--- config.mk ---
export PLATFORM = sky130hd
export DESIGN_NAME = fbpa_ctrl
export DESIGN_NICKNAME = d
export VERILOG_FILES = /design/src/design/fbpa_pkg.sv /design/src/design/fbpa_ctrl.sv
export SDC_FILE = /design/constraint.sdc
export NUM_CORES = 1
export LEC_CHECK = 0
export ABC_AREA = 1
export ABC_CLOCK_PERIOD_IN_PS = 1250
export BUFFER_PORTS_ARGS = -buffer_cell sky130_fd_sc_hd__buf_2
export CORE_AREA = 2 2 39 41
export CTS_BUF_LIST = sky130_fd_sc_hd__clkbuf_8
export CTS_CLUSTER_DIAMETER = 150
export DETAILED_ROUTE_END_ITERATION = 8
export DIE_AREA = 0 0 41 43
export PLACE_DENSITY = 0.36
export SLEW_MARGIN = 15
export SYNTH_ARGS = -nofsm -noshare
export SYNTH_HDL_FRONTEND = slang
export SYNTH_SLANG_ARGS = --single-unit
--- constraint.sdc ---
create_clock -name clock -period 1.25 [get_ports clock]
set_input_delay 0.0625 -clock clock [delete_from_list [all_inputs] [get_ports clock]]
set_output_delay 0.0625 -clock clock [all_outputs]
set_load 0.1 [all_outputs]
--- src/design/fbpa_pkg.sv ---
package fbpa_pkg;

   // Sizing of the allocator. MAX_POOL_SLOTS must be a power of two, since a
   // handle is the pool number above the slot number.
   localparam int MAX_POOL_SLOTS = 256;
   localparam int MAX_POOLS      = 16;
   localparam int LINK_BYTES     = 8;

   // Fixed field widths.
   localparam int HANDLE_W  = 12;
   localparam int POOL_W    = 4;
   localparam int OFFSET_W  = 24;
   localparam int OBJ_W     = 16;
   localparam int SPP_W     = 9;
   localparam int CSR_IDX_W = 1;
   localparam int CSR_DATA_W = OBJ_W;

   // Derived widths.
   localparam int SLOT_W     = $clog2(MAX_POOL_SLOTS);
   localparam int USED_W     = $clog2(MAX_POOL_SLOTS + 1);
   localparam int POOL_CNT_W = $clog2(MAX_POOLS + 1);
   localparam int STRIDE_W   = OBJ_W + 1;
   localparam int LINK_W     = HANDLE_W + 1;
   localparam int LINK_DEPTH = 2 ** HANDLE_W;

   // Configuration register indexes.
   localparam logic [CSR_IDX_W-1:0] CSR_OBJECT_SIZE    = 1'b0;
   localparam logic [CSR_IDX_W-1:0] CSR_SLOTS_PER_POOL = 1'b1;

   // Reset values of the configuration registers.
   localparam logic [OBJ_W-1:0] OBJECT_SIZE_RESET    = 16'd16;
   localparam logic [SPP_W-1:0] SLOTS_PER_POOL_RESET = 9'd256;

   // Result status codes.
   localparam logic STATUS_DONE = 1'b0;
   localparam logic STATUS_OOM  = 1'b1;

   typedef enum logic {
      OP_ALLOC   = 1'b0,
      OP_RELEASE = 1'b1
   } op_type;

   typedef struct packed {
      op_type              operation;
      logic [HANDLE_W-1:0] handle;
   } req_type;

   typedef struct packed {
      logic [HANDLE_W-1:0] result_handle;
      logic [POOL_W-1:0]   pool_number;
      logic [OFFSET_W-1:0] byte_offset;
      logic                status;
   } rsp_type;

   // Commands from the controller to the datapath.
   typedef struct packed {
      logic exec;      // request accepted, carry out its action
      logic pop_load;  // link data returned, reload the free-list head
      logic mul_en;    // form the byte offset and present the result
      logic cfg_we;    // configuration write
   } cmd_type;

   // Status from the datapath to the controller.
   typedef struct packed {
      logic need_pop;  // the request at the input would pop the free list
   } sts_type;

endpackage

--- src/design/fbpa_ctrl.sv ---
module fbpa_ctrl (
   input  logic              clock,
   input  logic              reset,
   input  logic              start,
   input  logic              csr_valid,
   input  fbpa_pkg::sts_type sts,
   output logic              busy,
   output logic              csr_ready,
   output fbpa_pkg::cmd_type cmd
);
   import fbpa_pkg::*;

   typedef enum logic [2:0] {
      ST_IDLE = 3'b001,
      ST_POP  = 3'b010,
      ST_MUL  = 3'b100
   } state_type;

   state_type state_ff;
   state_type state_in;

   // Next state: a pop passes through the pop state while it waits for the link store.
   always_comb begin
      state_in = state_ff;
      case (state_ff)
         ST_IDLE: begin
            if (start) begin
               state_in = sts.need_pop ? ST_POP : ST_MUL;
            end
         end
         ST_POP: begin
            state_in = ST_MUL;
         end
         ST_MUL: begin
            state_in = ST_IDLE;
         end
         default: begin
            state_in = ST_IDLE;
         end
      endcase
   end

   always_ff @(posedge clock) begin
      if (reset) begin
         state_ff <= ST_IDLE;
      end else begin
         state_ff <= state_in;
      end
   end

   // Handshake and datapath commands.
   assign busy         = (state_ff != ST_IDLE);
   assign csr_ready    = (state_ff == ST_IDLE);
   assign cmd.exec     = start && (state_ff == ST_IDLE);
   assign cmd.pop_load = (state_ff == ST_POP);
   assign cmd.mul_en   = (state_ff == ST_MUL);
   assign cmd.cfg_we   = csr_valid && (state_ff == ST_IDLE);

endmodule

==> results.json, run 1 <==
{
  "outcome": "completed",
  "fmax_ghz": 0.8619,
  "grtUsageTotal_pct": 7.136,
  "nets": 44,
  "wl_met1_um": 157,
  "rsz0062_at_grt": "no",
  "wl_met2_um": 214,
  "clkSinkCount": 3,
  "antenna_found_initial": 0,
  "finalHoldViolations": 0,
  "die-area_um2": 1763,
  "cp_max_fo": 6,
  "final-max-slew-violation-count": 0,
  "drt-pass1-iter-count": 3,
  "peakVddDrop_uv": 646.2,
  "synthCells": 24,
  "grt_pass1_wl_um": 745,
  "route.detailed.drc": 0,
  "dpl.hpwl_um": 330.4,
  "clock_skew_ns": 0.001296,
  "cap_violations": 0,
  "p_leak_nw": 0.1814,
  "tightest_slew_ns": 0.1685,
  "syn-num-nets": 29,
  "worst_hold_path_type": "in2reg",
  "min_period_ns": 1.160,
  "ys_ff_latch": 3,
  "crit_type": "reg2out",
  "crit_path_start_kind": "flip-flop",
  "wl_um": 401,
  "yosysUniqueCellTypes": 12,
  "relSlewSlack_pct": 88.73,
  "pre_cts_slack_ns": 0.2850,
  "pin_count": 11,
  "ctsHoldBuffers": 0,
  "cts_max_level": 1,
  "timing.final.crit_share_pct": 92.81,
  "clk_pin_slew_ns": 0.03,
  "core-area_um2": 1384,
  "grt_max_degree": 7,
  "setup_ws_ns": 0.08982,
  "gp_congestion": 0.6881,
  "power_density_nw_per_um2": 1883,
  "cp-end-kind": "output port",
  "cts_root_buf": "clkbuf_8",
  "top_layer": "met4",
  "ant_nets": 0,
  "layout-drive-gt1-share_pct": 65.79,
  "setup_violations": 0,
  "met3_length_um": 9,
  "dp_cells": 50,
  "cts_tree": "built",
  "fill_cells": 154,
  "syn_area_um2": 171.4,
  "largest-register": "state_ff",
  "ys_seq_area_share_pct": 35.04,
  "worstSkewPairLatency_ns": 0.22,
  "rows": 14,
  "cts_buffer_depth": 2,
  "worstPathArrival_ns": 1.10,
  "overflow": 0,
  "final_util_pct": 29.39,
  "viasPerCell": 3.444,
  "die_h_um": 43,
  "crit_required_ns": 1.19,
  "yosysWarnings": 0,
  "via_count": 186,
  "cts_buffers": 3,
  "drt_iter0_drc": 3,
  "wl_per_cell_um": 7.426,
  "grt_pass1_vias": 178,
  "cts_resized": 0,
  "io_buffers": 10,
  "reg_top3": "state_ff: 3 flops",
  "stdcell_count": 54,
  "start_util_pct": 12.39,
  "largest_register_ff_count": 3,
  "dieWidth_um": 41,
  "syn_to_final_growth_pct": 137.2,
  "num_antenna_cells": 0,
  "avgSynthCellArea_um2": 7.142
}
## what timing repair did
action                                  CTS  global route
buffers inserted                          0             0
endpoints found under the hold margin     0             0
endpoints found under the setup margin    0             1
## cell type report
class / count / area (um^2) / area share (%)
flip-flops and latches: 3 / 66.31 / 16.31
well taps: 16 / 20.02 / 4.923
clock inverters: 1 / 3.754 / 0.9231
repair buffers: 10 / 140.1 / 34.46
inverters: 6 / 25.02 / 6.154
multi-input cells: 15 / 110.1 / 27.08
clock buffers: 3 / 41.29 / 10.15
## path summary, 6_finish.rpt
path,startpoint,end,slack [ns],depth (start not counted)
setup / recovery,state_ff[1]$_SDFFE_PP0P_,cmd[3],0.09,4
hold / removal,reset,state_ff[1]$_SDFFE_PP0P_,0.01,2
setup reg to reg,state_ff[1]$_SDFFE_PP0P_,state_ff[1]$_SDFFE_PP0P_,0.35,5
hold reg to reg,state_ff[0]$_SDFFE_PP1P_,state_ff[0]$_SDFFE_PP1P_,0.57,2
## worst max-delay path: stages, from the launching register on
cell and delay, ns:
dfxtp_2 0.33, inv_2 0.07, nand3_4 0.14, nor2_4 0.15, buf_12 0.18
## cells in the final DEF (no fill, tap or decap), drive strengths merged
master / n
buf: 10
o21ai: 1
dfxtp: 3
nand4: 1
nor2: 7
nor3: 1
nand3: 2
nand2: 3
inv: 7
clkbuf: 3
## through the flow
stage / TNS (ns) / total power [mW] / instance area (um^2) / hold slack (ns)
3_5_place_dp: 0 / 0.4976 / 361.6 / 0.2392
2_1_floorplan: -1.319 / 0.3691 / 201.4 / 0.1212
5_1_grt: 0 / 0.8077 / 406.6 / 0.01399
4_1_cts: 0 / 0.7804 / 406.6 / 0.01211
3_3_place_gp: 0 / 0.4990 / 361.6 / 0.2430
6_report: 0 / 0.7656 / 406.6 / 0.01386
## metal layers
layer  up-vias  global-route usage, %
met5         -                      0
met4         0                  10.00
met3         2                  3.141
met2         5                  8.750
met1        78                  7.097
li1        101                      -
## cell families (layout without fill, tap and decap cells)
group                  after synthesis  in the layout  synth area share, %
buffers and inverters                6             20                13.14
flip-flops                           3              3                35.04
AO/OA/AOI/OAI                        1              1                2.917
AND/OR/NAND/NOR                     14             14                48.91
## Yosys cell counts, drive strengths merged
master / instances / area [um^2]
dfxtp: 3 / 60.06
inv: 6 / 22.52
nand2: 3 / 13.77
nand3: 2 / 22.52
nand4: 1 / 6.260
nor2: 7 / 36.29
nor3: 1 / 5.000
o21ai: 1 / 5.000
## power by group
group,total [mW],switching [mW],leakage (nW),internal (mW)
registers,0.123,0.0147,0.0256,0.108
logic,0.369,0.247,0.129,0.122
clock network,0.274,0.0648,0.0269,0.209
total,0.766,0.326,0.181,0.439
Power figures use the tool's default switching activity.
==> run 2, diff against run 1 <==
Settings changed: CTS_BUF_LIST sky130_fd_sc_hd__clkbuf_8 to default.
==> results.json, run 2 (synthesized netlist as in run 1, its figures left out) <==
{
  "cap_violations": 0,
  "ff2ff_setup_slack_ns": 0.26,
  "cts_buffers": 3,
  "path_delay_family": "flip-flops",
  "crit_required_ns": 1.19,
  "grt_max_degree": 7,
  "wl_um": 414,
  "rows": 14,
  "tightest_slew_ns": 0.1685,
  "stdcell_count": 56,
  "min_period_ns": 1.170,
  "seq_area_um2": 66.31,
  "largest_register_ff_count": 3,
  "cts_resized": 0,
  "ant_nets": 0,
  "setup_violations": 0,
  "relSlewSlack_pct": 88.73,
  "reg2reg_depth": 6,
  "num_antenna_cells": 0,
  "cts_tree": "built",
  "grt_pass1_wl_um": 717,
  "final_common_cell": "buf_12",
  "cp-startpoint": "state_ff[1]$_SDFFE_PP0P_",
  "final_cell_area_um2": 405.4,
  "clk_pin_slew_ns": 0.04,
  "pre_cts_slack_ns": 0.2850,
  "cp_cell_sequence": "inv_2 > nand3_4 > nor2_4 > buf_12",
  "slowest_stage": "dfxtp_2",
  "cp-end-kind": "output port",
  "via_count": 187,
  "setup_ws_ns": 0.08025,
  "p_leak_nw": 0.1787,
  "antenna_found_initial": 0,
  "dp_cells": 50,
  "pin_count": 11,
  "dpl.hpwl_um": 330.4,
  "reg_top3": "state_ff: 3 flops",
  "final-max-slew-violation-count": 0,
  "worst_hold_path_type": "in2reg",
  "cts_buffer_depth": 2,
  "slowest_delay_ns": 0.33,
  "rr_endpoint": "state_ff[1]$_SDFFE_PP0P_",
  "place_area_um2": 361.6,
  "core-area_um2": 1384,
  "crit_path_start_kind": "flip-flop",
  "worstHoldStart": "sts",
  "drt-pass1-iter-count": 3,
  "overflow": 0,
  "finalHoldViolations": 0,
  "peakVddDrop_uv": 459.6,
  "fmax_ghz": 0.8549,
  "die-area_um2": 1763,
  "cts_max_level": 1,
  "final_cell_mix": "6 x buf_12, 4 x inv_1, 4 x buf_2, 3 x nor2_1, 3 x clkbuf_4",
  "grt_pass1_vias": 185,
  "largest-register": "state_ff",
  "dieWidth_um": 41,
  "worstPathArrival_ns": 1.11,
  "timing.final.crit_share_pct": 93.58,
  "die_h_um": 43,
  "viasPerCell": 3.339,
  "worstSkewPairLatency_ns": 0.23,
  "outcome": "completed",
  "grtUsageTotal_pct": 6.935,
  "route.detailed.drc": 0,
  "wl_per_cell_um": 7.393,
  "io_buffers": 10,
  "critPathBufInv": 2,
  "clock_skew_ns": 0.001360,
  "rsz0062_at_grt": "no",
  "whs_endpoint": "state_ff[1]$_SDFFE_PP0P_",
  "layout-drive-gt1-share_pct": 65.00,
  "multi_input_area_um2": 110.1,
  "crit_type": "reg2out",
  "gp_congestion": 0.6881,
  "power_density_nw_per_um2": 1652,
  "nets": 46,
  "clkSinkCount": 3,
  "r2r_start": "state_ff[1]$_SDFFE_PP0P_",
  "fill_cells": 157,
  "drt_iter0_drc": 3,
  "whs_path_depth": 3,
  "cp_max_fo": 6,
  "syn_to_final_growth_pct": 136.5,
  "cts_root_buf": "clkbuf_4",
  "start_util_pct": 12.39
}
run 2: layout make-up:
cell class              count  share of cell area (%)
inverters                   6                   6.173
flip-flops and latches      3                   16.36
multi-input cells          15                   27.16
clock buffers               4                   6.481
repair buffers             12                   38.89
well taps                  16                   4.938
run 2: metrics by stage:
step	util [%]	setup TNS (ns)	total power, mW	hold slack [ns]
3_5_place_dp	26.13	0	0.4976	0.2392
3_3_place_gp	26.13	0	0.4990	0.2430
6_report	29.29	0	0.6696	0.05909
4_1_cts	28.75	0	0.6803	0.05127
5_1_grt	29.29	0	0.7147	0.05858
2_1_floorplan	-	-1.319	0.3691	0.1212
run 2: worst reg2reg max path, delay by kind of cell, from the launching register on:
| family | cells | cell delay [ns] |
|---|---|---|
| flip-flops | 1 | 0.33 |
| buffers and inverters | 2 | 0.20 |
| AND/OR/NAND/NOR | 4 | 0.40 |
run 2: how the worst max path moves through the flow:
| stage | end | slack, ns | cells after the start |
|---|---|---|---|
| global route | cmd[0] | 0.01 | 4 |
| CTS | cmd[3] | 0.03 | 4 |
| floorplan | state_ff[1]$_SDFFE_PP0P_ | -0.36 | 5 |
| detailed placement | cmd[3] | 0.29 | 4 |
| global placement | cmd[3] | 0.28 | 4 |
| finish | cmd[0] | 0.08 | 4 |
run 2: timing repair:
action,4_1_cts,5_1_grt
hold buffers,1,0
endpoints found under the setup margin,0,1
endpoints found under the hold margin,1,0
setup buffers,0,1
run 2: where the power goes:
part	total [mW]	leakage, nW	switching, mW	internal [mW]
logic	0.378	0.138	0.249	0.129
clock network	0.169	0.0150	0.0494	0.120
registers	0.123	0.0256	0.0147	0.108
total	0.670	0.179	0.313	0.357
run 2: metal layers:
| layer | share of wire [%] | GRT usage (%) | vias to the layer above |
|---|---|---|---|
| met2 | 58 | 8.750 | 3 |
| met3 | 0.72 | 3.141 | 0 |
| met5 | 0 | 0 | - |
| met4 | 0 | 10.00 | 0 |
| li1 | - | - | 104 |
| met1 | 41 | 6.452 | 80 |
